[src/fsp_pkg.sv]
`timescale 1ns / 1ps

package fsp_pkg;

  localparam logic [30:0] SatMax = 31'h7FFF_FFFF;

  // flag bit positions
  localparam int unsigned FbAlt    = 0;
  localparam int unsigned FbZero   = 1;
  localparam int unsigned FbLeft   = 2;
  localparam int unsigned FbSpace  = 3;
  localparam int unsigned FbSign   = 4;
  localparam int unsigned FbGroup  = 5;
  localparam int unsigned FbBinary = 6;
  localparam int unsigned NumFlags = 7;

  localparam logic [7:0] ChSharp = 8'h23;
  localparam logic [7:0] ChZero  = 8'h30;
  localparam logic [7:0] ChOne   = 8'h31;
  localparam logic [7:0] ChNine  = 8'h39;
  localparam logic [7:0] ChMinus = 8'h2D;
  localparam logic [7:0] ChSpace = 8'h20;
  localparam logic [7:0] ChPlus  = 8'h2B;
  localparam logic [7:0] ChApos  = 8'd39;
  localparam logic [7:0] ChBigB  = 8'h42;
  localparam logic [7:0] ChStar  = 8'h2A;
  localparam logic [7:0] ChDot   = 8'h2E;
  localparam logic [7:0] ChH     = 8'h68;
  localparam logic [7:0] ChL     = 8'h6C;
  localparam logic [7:0] ChBigL  = 8'h4C;

  localparam logic [2:0] LenInt      = 3'd0;
  localparam logic [2:0] LenChar     = 3'd1;
  localparam logic [2:0] LenShort    = 3'd2;
  localparam logic [2:0] LenLong     = 3'd3;
  localparam logic [2:0] LenLongLong = 3'd4;
  localparam logic [2:0] LenLongDbl  = 3'd5;

  typedef struct packed {
    logic [NumFlags-1:0] flags;
    logic [30:0]         field_width;
    logic signed [31:0]  prec_value;
    logic [2:0]          length_code;
    logic [7:0]          conv_char;
  } res_t;

  // acc * 10 + d, clipped to the largest positive 32-bit value
  function automatic logic [30:0] acc_digit(input logic [30:0] acc, input logic [3:0] d);
    logic [34:0] v;
    v = {1'b0, acc, 3'b000} + {3'b000, acc, 1'b0} + {31'd0, d};
    if (v > {4'd0, SatMax}) begin
      return SatMax;
    end
    return v[30:0];
  endfunction

endpackage

[src/fsp_if.sv]
`timescale 1ns / 1ps

interface fsp_in_if;
  logic               valid;
  logic               ready;
  logic [7:0]         ch;
  logic signed [31:0] star_arg;

  modport source (output valid, output ch, output star_arg, input ready);
  modport sink (input valid, input ch, input star_arg, output ready);
endinterface

interface fsp_out_if;
  logic               valid;
  logic               ready;
  logic               flag_alt;
  logic               flag_zero;
  logic               flag_left;
  logic               flag_space;
  logic               flag_sign;
  logic               flag_group;
  logic               flag_binary;
  logic [30:0]        field_width;
  logic signed [31:0] prec_value;
  logic [2:0]         length_code;
  logic [7:0]         conv_char;

  modport source (
    output valid, output flag_alt, output flag_zero, output flag_left, output flag_space,
    output flag_sign, output flag_group, output flag_binary, output field_width,
    output prec_value, output length_code, output conv_char, input ready
  );
  modport sink (
    input valid, input flag_alt, input flag_zero, input flag_left, input flag_space,
    input flag_sign, input flag_group, input flag_binary, input field_width,
    input prec_value, input length_code, input conv_char, output ready
  );
endinterface

[src/format_spec_parser_unit.sv]
`timescale 1ns / 1ps

// channel  | dir | transaction
// in_i     | in  | one spec character ch plus star_arg
// res_o    | out | parsed fields, one per terminating character
//
// one character per cycle while in_i.ready is high; the parse state updates at the edge that takes it
// a terminating character registers its result in the output register, or in the skid if that holds one not yet taken
// a one-entry skid behind the output register keeps in_i ready while a result waits
// in_i.ready drops only when both the output register and the skid hold results
// asynchronous active-low reset returns the parser to the flags phase, outputs empty

module format_spec_parser_unit (
  input  logic      clk_i,
  input  logic      rst_ni,
  fsp_in_if.sink    in_i,
  fsp_out_if.source res_o
);
  import fsp_pkg::*;

  typedef enum logic [2:0] {
    PhFlags,
    PhWidthDig,
    PhAfterWidth,
    PhDot,
    PhPrecDig,
    PhLength
  } phase_e;

  phase_e              phase_q, phase_d;
  logic [NumFlags-1:0] flags_q, flags_d;
  logic [30:0]         width_q, width_d;
  logic signed [31:0]  prec_q, prec_d;
  logic [1:0]          h_cnt_q, h_cnt_d;
  logic [1:0]          l_cnt_q, l_cnt_d;
  logic                big_l_q, big_l_d;

  res_t out_q, skid_q, res_new;
  logic out_valid_q, skid_valid_q;
  logic emit;
  logic push, pop;

  logic [7:0]  ch;
  logic [31:0] star;
  logic [31:0] star_neg;
  logic        is_dig;

  assign ch       = in_i.ch;
  assign star     = in_i.star_arg;
  assign star_neg = 32'd0 - star;
  assign is_dig   = (ch >= ChZero) && (ch <= ChNine);

  always_comb begin
    phase_e ph;
    logic   done;
    ph      = phase_q;
    done    = 1'b0;
    emit    = 1'b0;
    flags_d = flags_q;
    width_d = width_q;
    prec_d  = prec_q;
    h_cnt_d = h_cnt_q;
    l_cnt_d = l_cnt_q;
    big_l_d = big_l_q;

    if (ph == PhFlags) begin
      done = 1'b1;
      if (ch == ChSharp) begin
        flags_d[FbAlt] = 1'b1;
      end else if (ch == ChZero) begin
        if (!flags_q[FbLeft]) flags_d[FbZero] = 1'b1;
      end else if (ch == ChMinus) begin
        flags_d[FbLeft] = 1'b1;
        flags_d[FbZero] = 1'b0;
      end else if (ch == ChSpace) begin
        if (!flags_q[FbSign]) flags_d[FbSpace] = 1'b1;
      end else if (ch == ChPlus) begin
        flags_d[FbSign]  = 1'b1;
        flags_d[FbSpace] = 1'b0;
      end else if (ch == ChApos) begin
        flags_d[FbGroup] = 1'b1;
      end else if (ch == ChBigB) begin
        flags_d[FbBinary] = 1'b1;
      end else if ((ch >= ChOne) && (ch <= ChNine)) begin
        width_d = {27'd0, ch[3:0]};
        ph      = PhWidthDig;
      end else if (ch == ChStar) begin
        if (star[31]) begin
          flags_d[FbLeft] = 1'b1;
          // the most negative value has no positive twin, clip it
          width_d = star_neg[31] ? SatMax : star_neg[30:0];
        end else begin
          width_d = star[30:0];
        end
        ph = PhAfterWidth;
      end else begin
        done = 1'b0;
        ph   = PhAfterWidth;
      end
    end

    if (!done && ph == PhWidthDig) begin
      if (is_dig) begin
        width_d = acc_digit(width_q, ch[3:0]);
        done    = 1'b1;
      end else begin
        ph = PhAfterWidth;
      end
    end

    if (!done && ph == PhAfterWidth) begin
      if (ch == ChDot) begin
        ph   = PhDot;
        done = 1'b1;
      end else begin
        ph = PhLength;
      end
    end

    if (!done && ph == PhDot) begin
      done = 1'b1;
      if (ch == ChDot) begin
        ph = PhDot;
      end else if (is_dig) begin
        prec_d = {28'd0, ch[3:0]};
        ph     = PhPrecDig;
      end else if (ch == ChStar) begin
        prec_d = star[31] ? -32'sd1 : star;
        ph     = PhLength;
      end else begin
        prec_d = 32'sd0;
        ph     = PhLength;
        done   = 1'b0;
      end
    end

    if (!done && ph == PhPrecDig) begin
      if (is_dig) begin
        // precision is never negative while digits accumulate
        prec_d = {1'b0, acc_digit(prec_q[30:0], ch[3:0])};
        done   = 1'b1;
      end else begin
        ph = PhLength;
      end
    end

    if (!done) begin
      ph = PhLength;
      if (ch == ChH) begin
        if (h_cnt_q != 2'd3) h_cnt_d = h_cnt_q + 2'd1;
      end else if (ch == ChL) begin
        if (l_cnt_q != 2'd3) l_cnt_d = l_cnt_q + 2'd1;
      end else if (ch == ChBigL) begin
        big_l_d = 1'b1;
      end else begin
        emit = 1'b1;
      end
    end

    res_new.flags       = flags_d;
    res_new.field_width = width_d;
    res_new.prec_value  = prec_d;
    res_new.conv_char   = ch;
    if (h_cnt_q == 2'd0 && l_cnt_q == 2'd1) begin
      res_new.length_code = LenLong;
    end else if (l_cnt_q == 2'd1) begin
      res_new.length_code = LenLong;
    end else if (h_cnt_q == 2'd2) begin
      res_new.length_code = LenChar;
    end else if (h_cnt_q == 2'd1) begin
      res_new.length_code = LenShort;
    end else if (l_cnt_q >= 2'd2) begin
      res_new.length_code = LenLongLong;
    end else if (big_l_q) begin
      res_new.length_code = LenLongDbl;
    end else begin
      res_new.length_code = LenInt;
    end

    if (emit) begin
      phase_d = PhFlags;
      flags_d = '0;
      width_d = '0;
      prec_d  = -32'sd1;
      h_cnt_d = 2'd0;
      l_cnt_d = 2'd0;
      big_l_d = 1'b0;
    end else begin
      phase_d = ph;
    end
  end

  assign in_i.ready = !skid_valid_q;
  assign push       = in_i.valid && in_i.ready && emit;
  assign pop        = out_valid_q && res_o.ready;

  always_ff @(posedge clk_i or negedge rst_ni) begin
    if (!rst_ni) begin
      phase_q <= PhFlags;
      flags_q <= '0;
      width_q <= '0;
      prec_q  <= -32'sd1;
      h_cnt_q <= 2'd0;
      l_cnt_q <= 2'd0;
      big_l_q <= 1'b0;
    end else if (in_i.valid && in_i.ready) begin
      phase_q <= phase_d;
      flags_q <= flags_d;
      width_q <= width_d;
      prec_q  <= prec_d;
      h_cnt_q <= h_cnt_d;
      l_cnt_q <= l_cnt_d;
      big_l_q <= big_l_d;
    end
  end

  always_ff @(posedge clk_i or negedge rst_ni) begin
    if (!rst_ni) begin
      out_valid_q  <= 1'b0;
      skid_valid_q <= 1'b0;
    end else if (pop) begin
      if (skid_valid_q) begin
        out_q        <= skid_q;
        skid_valid_q <= 1'b0;
      end else if (push) begin
        out_q <= res_new;
      end else begin
        out_valid_q <= 1'b0;
      end
    end else if (push) begin
      if (out_valid_q) begin
        skid_q       <= res_new;
        skid_valid_q <= 1'b1;
      end else begin
        out_q       <= res_new;
        out_valid_q <= 1'b1;
      end
    end
  end

  assign res_o.valid       = out_valid_q;
  assign res_o.flag_alt    = out_q.flags[FbAlt];
  assign res_o.flag_zero   = out_q.flags[FbZero];
  assign res_o.flag_left   = out_q.flags[FbLeft];
  assign res_o.flag_space  = out_q.flags[FbSpace];
  assign res_o.flag_sign   = out_q.flags[FbSign];
  assign res_o.flag_group  = out_q.flags[FbGroup];
  assign res_o.flag_binary = out_q.flags[FbBinary];
  assign res_o.field_width = out_q.field_width;
  assign res_o.prec_value  = out_q.prec_value;
  assign res_o.length_code = out_q.length_code;
  assign res_o.conv_char   = out_q.conv_char;

endmodule

[src/flat_wrapper.sv]
// flat-port wrapper written by rule: the top's interface ports become plain ports
module format_spec_parser_unit_flat import fsp_pkg::*;
  (clk_i, rst_ni, in_i_valid, in_i_ch, in_i_star_arg, in_i_ready, res_o_valid, res_o_flag_alt, res_o_flag_zero, res_o_flag_left, res_o_flag_space, res_o_flag_sign, res_o_flag_group, res_o_flag_binary, res_o_field_width, res_o_prec_value, res_o_length_code, res_o_conv_char, res_o_ready);
  fsp_in_if in_i_i ();
  fsp_out_if res_o_i ();
  input  logic clk_i;
  input  logic rst_ni;
  input wire logic [$bits(in_i_i.valid)-1:0] in_i_valid;
  input wire logic [$bits(in_i_i.ch)-1:0] in_i_ch;
  input wire logic [$bits(in_i_i.star_arg)-1:0] in_i_star_arg;
  output wire logic [$bits(in_i_i.ready)-1:0] in_i_ready;
  output wire logic [$bits(res_o_i.valid)-1:0] res_o_valid;
  output wire logic [$bits(res_o_i.flag_alt)-1:0] res_o_flag_alt;
  output wire logic [$bits(res_o_i.flag_zero)-1:0] res_o_flag_zero;
  output wire logic [$bits(res_o_i.flag_left)-1:0] res_o_flag_left;
  output wire logic [$bits(res_o_i.flag_space)-1:0] res_o_flag_space;
  output wire logic [$bits(res_o_i.flag_sign)-1:0] res_o_flag_sign;
  output wire logic [$bits(res_o_i.flag_group)-1:0] res_o_flag_group;
  output wire logic [$bits(res_o_i.flag_binary)-1:0] res_o_flag_binary;
  output wire logic [$bits(res_o_i.field_width)-1:0] res_o_field_width;
  output wire logic [$bits(res_o_i.prec_value)-1:0] res_o_prec_value;
  output wire logic [$bits(res_o_i.length_code)-1:0] res_o_length_code;
  output wire logic [$bits(res_o_i.conv_char)-1:0] res_o_conv_char;
  input wire logic [$bits(res_o_i.ready)-1:0] res_o_ready;
  assign in_i_i.valid = in_i_valid;
  assign in_i_i.ch = in_i_ch;
  assign in_i_i.star_arg = in_i_star_arg;
  assign in_i_ready = in_i_i.ready;
  assign res_o_valid = res_o_i.valid;
  assign res_o_flag_alt = res_o_i.flag_alt;
  assign res_o_flag_zero = res_o_i.flag_zero;
  assign res_o_flag_left = res_o_i.flag_left;
  assign res_o_flag_space = res_o_i.flag_space;
  assign res_o_flag_sign = res_o_i.flag_sign;
  assign res_o_flag_group = res_o_i.flag_group;
  assign res_o_flag_binary = res_o_i.flag_binary;
  assign res_o_field_width = res_o_i.field_width;
  assign res_o_prec_value = res_o_i.prec_value;
  assign res_o_length_code = res_o_i.length_code;
  assign res_o_conv_char = res_o_i.conv_char;
  assign res_o_i.ready = res_o_ready;
  format_spec_parser_unit u_core (.clk_i(clk_i), .rst_ni(rst_ni), .in_i(in_i_i), .res_o(res_o_i));
endmodule
[config.mk]
export PLATFORM = sky130hd
export DESIGN_NAME = format_spec_parser_unit_flat
export DESIGN_NICKNAME = d
export VERILOG_FILES = /design/src/fsp_pkg.sv /design/src/fsp_if.sv /design/src/format_spec_parser_unit.sv /design/src/flat_wrapper.sv
export SDC_FILE = /design/constraint.sdc
export NUM_CORES = 1
export LEC_CHECK = 0
export BUFFER_PORTS_ARGS = -buffer_cell sky130_fd_sc_hd__clkbuf_2
export CAP_MARGIN = 20
export CORE_ASPECT_RATIO = 1.75
export CORE_UTILIZATION = 50
export DETAILED_ROUTE_END_ITERATION = 6
export PLACE_DENSITY = 0.64
export SYNTH_ARGS = -nofsm -noshare
export SYNTH_HDL_FRONTEND = slang
export SYNTH_SLANG_ARGS = --single-unit
export TNS_END_PERCENT = 1
[constraint.sdc]
create_clock -name clk_i -period 11 [get_ports clk_i]
set_input_delay 0.55 -clock clk_i [delete_from_list [all_inputs] [get_ports clk_i]]
set_output_delay 0.55 -clock clk_i [all_outputs]
set_load 0.1 [all_outputs]
==> qor.yml <==
reg2reg_depth: 10
setup_viol: 0
synth_mux_area_frac: 0.01334
wirelength_um: 54230
die-area_um2: 34910
wl_met1_um: 20100
setup.reg_to_reg.worst_slack_ns: 6.37
grtUsageTotal: 0.3155
synth_edf_count: 162
cp.required_ns: 11.27
chipHeight_um: 246.4
r2r-start: "u_core.phase_q[0]$_DFFE_PN0P_"
arrival_ns: 4.92
drt_iter0_markers: 1086
dr_wl_met2_um: 28360
core.rowCount: 89
placed_cells: 2366
cts.hold.buffers_added: 0
p_per_area_nw_per_um2: 232.1
final_cell_mix: "nand2_1, nor2_1, edfxtp_1"
first_global_vias: 15420
cts_tree: "yes"
setup-tns-final_ns: 0
antenna_found_initial: 3
synth_compound_area_frac: 0.2169
finalInstanceArea_um2: 18900
crit_type: "in -> reg"
grt_max_degree: 101
vias: 15200
leakage_nw: 7.644
drive_above_1_share: 0.1466
final_nets: 2117
placedInstanceArea_um2: 18030
grt_pass1_wl_um: 84650
ys_seq_area_frac: 0.4047
drc: 0
synth_warnings: 0
synthTopCellsByArea: "edfxtp_1, ha_1, dfrtp_1"
startpoint: "in_i_ch[3]"
synth_seq_cells: 242
wl_met3_um: 2535
synth_top_family_by_area: "compound AO/OA/AOI/OAI gates"
syn_area_per_cell_um2: 9.127
ir_drop_uv: 208.0
n_fill_cell: 3167
ys_types: 87
slew_headroom: 0.2641
netlist.area_leader.share: 0.2850
postSynthCellCount: 1870
dr.pass1.iters: 6
synth_top_area_cell: "edfxtp_1"
startpoint_type: "input pin"
synth_fa_ha_area_frac: 0.09999
synthXorXnorAreaFrac: 0.02309
wl_per_cell_um: 22.47
maxUsedRoutingLayer: "met5"
ys.flop_type: "edfxtp_1"
status: "finished, final reports clean"
clock-sinks: 242
gp_congestion: 0.9156
dieWidth_um: 141.7
initial_core_util: 0.5075
io_pins: 127
path_clk_slew_ns: 0.07
critPathMaxFanout: 32
io_buffers: 126
dp_hpwl_um: 38450
tightest_slew_ns: 1.098
cts_buffer_depth: 3
cts_setup_buffers: 0
final_max_slew_viol_count: 0
cts_buffers: 25
min_period_over_period: 0.4223
root_buffer: "clkbuf_16"
synthesis.area_um2: 17070
ant_nets: 0
area_delta_synth_final_pct: 10.72
fmax_mhz: 215.3
instances_no_fill: 2414
cp-endpoint: "u_core.res_o.field_width[26]$_DFFE_PP_"
clock_latency_ns: 0.56
finalCriticalPeriod_ns: 4.645
grt_overflow: 0
endpoint_kind: "register"
post_cts_resized: 0
final_core_util: 0.5619
layout_commonest_cell: "nand2_1"
skew_ns: 0.01916
core_region_area_um2: 33630
async_flop_share: 0.3306
rsz0062_at_grt: "no"
r2r-end: "u_core.res_o.field_width[14]$_DFFE_PP_"
hold_violations: 0
via_per_inst: 6.298
synthSimpleGateAreaFrac: 0.2000
synth_fp_nets: 2048
worstHoldPathType: "in -> async"
htreeDepth: 1
maxCapViolCount: 0
Yosys cell counts, drive strengths merged, types with 22 or more instances:
cell,count
nand3,71
clkbuf,75
nor3,46
or3,24
o21a,22
a211oi,25
ha,130
a21o,27
nor2,167
xnor2,33
o211ai,24
o31ai,84
o21ai,153
inv,59
dfstp,32
dfrtp,48
nor4,40
a21oi,111
nand2,238
buf,32
edfxtp,162
critical path, stage by stage:
cell and delay, ns:
clkbuf_2 0.45, fa_1 0.52, ha_1 0.32, a211oi_1 0.29
o21ai_0 0.21, o31ai_1 0.62, o2bb2ai_1 0.35, o21ai_1 0.24
a22oi_1 0.25, o2bb2ai_2 0.07, buf_4 0.26, nor4_1 0.64
o31ai_1 0.12
cells by family after synthesis:
family,Yosys count
and+or+nand+nor,697
DFF,242
adders and majority gates,134
buffers and inverters,166
muxes,21
xor gates and xnor gates,45
AOI/OAI and AO/OA,565
per-layer routing:
metal	GRT usage	vias to the layer above
met5	0	-
li1	-	7162
met2	0.5827	461
met1	0.3374	7395
met4	0.1929	4
met3	0.04043	182
cell type report:
class | count | area, µm² | area share
antenna | 1 | 2.502 | 0.0001324
clock buffer | 28 | 636.9 | 0.03370
clock inverter | 18 | 201.4 | 0.01066
inverter | 59 | 221.5 | 0.01172
multi-input combinational | 1462 | 9514 | 0.5034
sequential | 242 | 6907 | 0.3655
tap | 455 | 569.3 | 0.03012
timing repair buffer | 149 | 845.8 | 0.04476
flip-flops by register name, summed over array words and instances (netlist names), 2 cells and up:
signal                    flops
u_core.flags_q                7
u_core.h_cnt_q                2
u_core.l_cnt_q                2
u_core.phase_q                3
u_core.prec_q                32
u_core.res_o.conv_char        8
u_core.res_o.field_width     31
u_core.res_o.length_code      3
u_core.res_o.prec_value      32
u_core.skid_q                81
u_core.width_q               31
through the flow:
step	hold slack (ns)	setup slack, ns	total power, mW
floorplan	0.2544	5.653	2.952
global placement	0.4639	5.927	3.461
detailed placement	0.4790	5.884	3.478
CTS	0.05810	6.346	4.384
global route	0.08099	6.073	4.612
finish	0.04532	6.355	4.385
worst min-delay path by stage:
stage               slack (ns)                       endpoint  cells past startpoint
finish                    0.05  u_core.h_cnt_q[0]$_DFFE_PN0P_                      1
global route              0.08  u_core.h_cnt_q[0]$_DFFE_PN0P_                      1
CTS                       0.06  u_core.h_cnt_q[0]$_DFFE_PN0P_                      1
detailed placement        0.48  u_core.flags_q[3]$_DFFE_PN0P_                      2
global placement          0.46  u_core.flags_q[3]$_DFFE_PN0P_                      2
floorplan                 0.25     u_core.big_l_q$_DFFE_PN0P_                      0
report_power, final:
| part | internal [mW] | total [mW] | switching, mW | leakage (nW) |
|---|---|---|---|---|
| Sequential | 1.16 | 1.23 | 0.0734 | 2.49 |
| Combinational | 0.683 | 2.25 | 1.57 | 4.73 |
| Clock | 0.514 | 0.905 | 0.391 | 0.421 |
| Total | 2.35 | 4.39 | 2.03 | 7.64 |
Power figures use the tool's default switching activity.
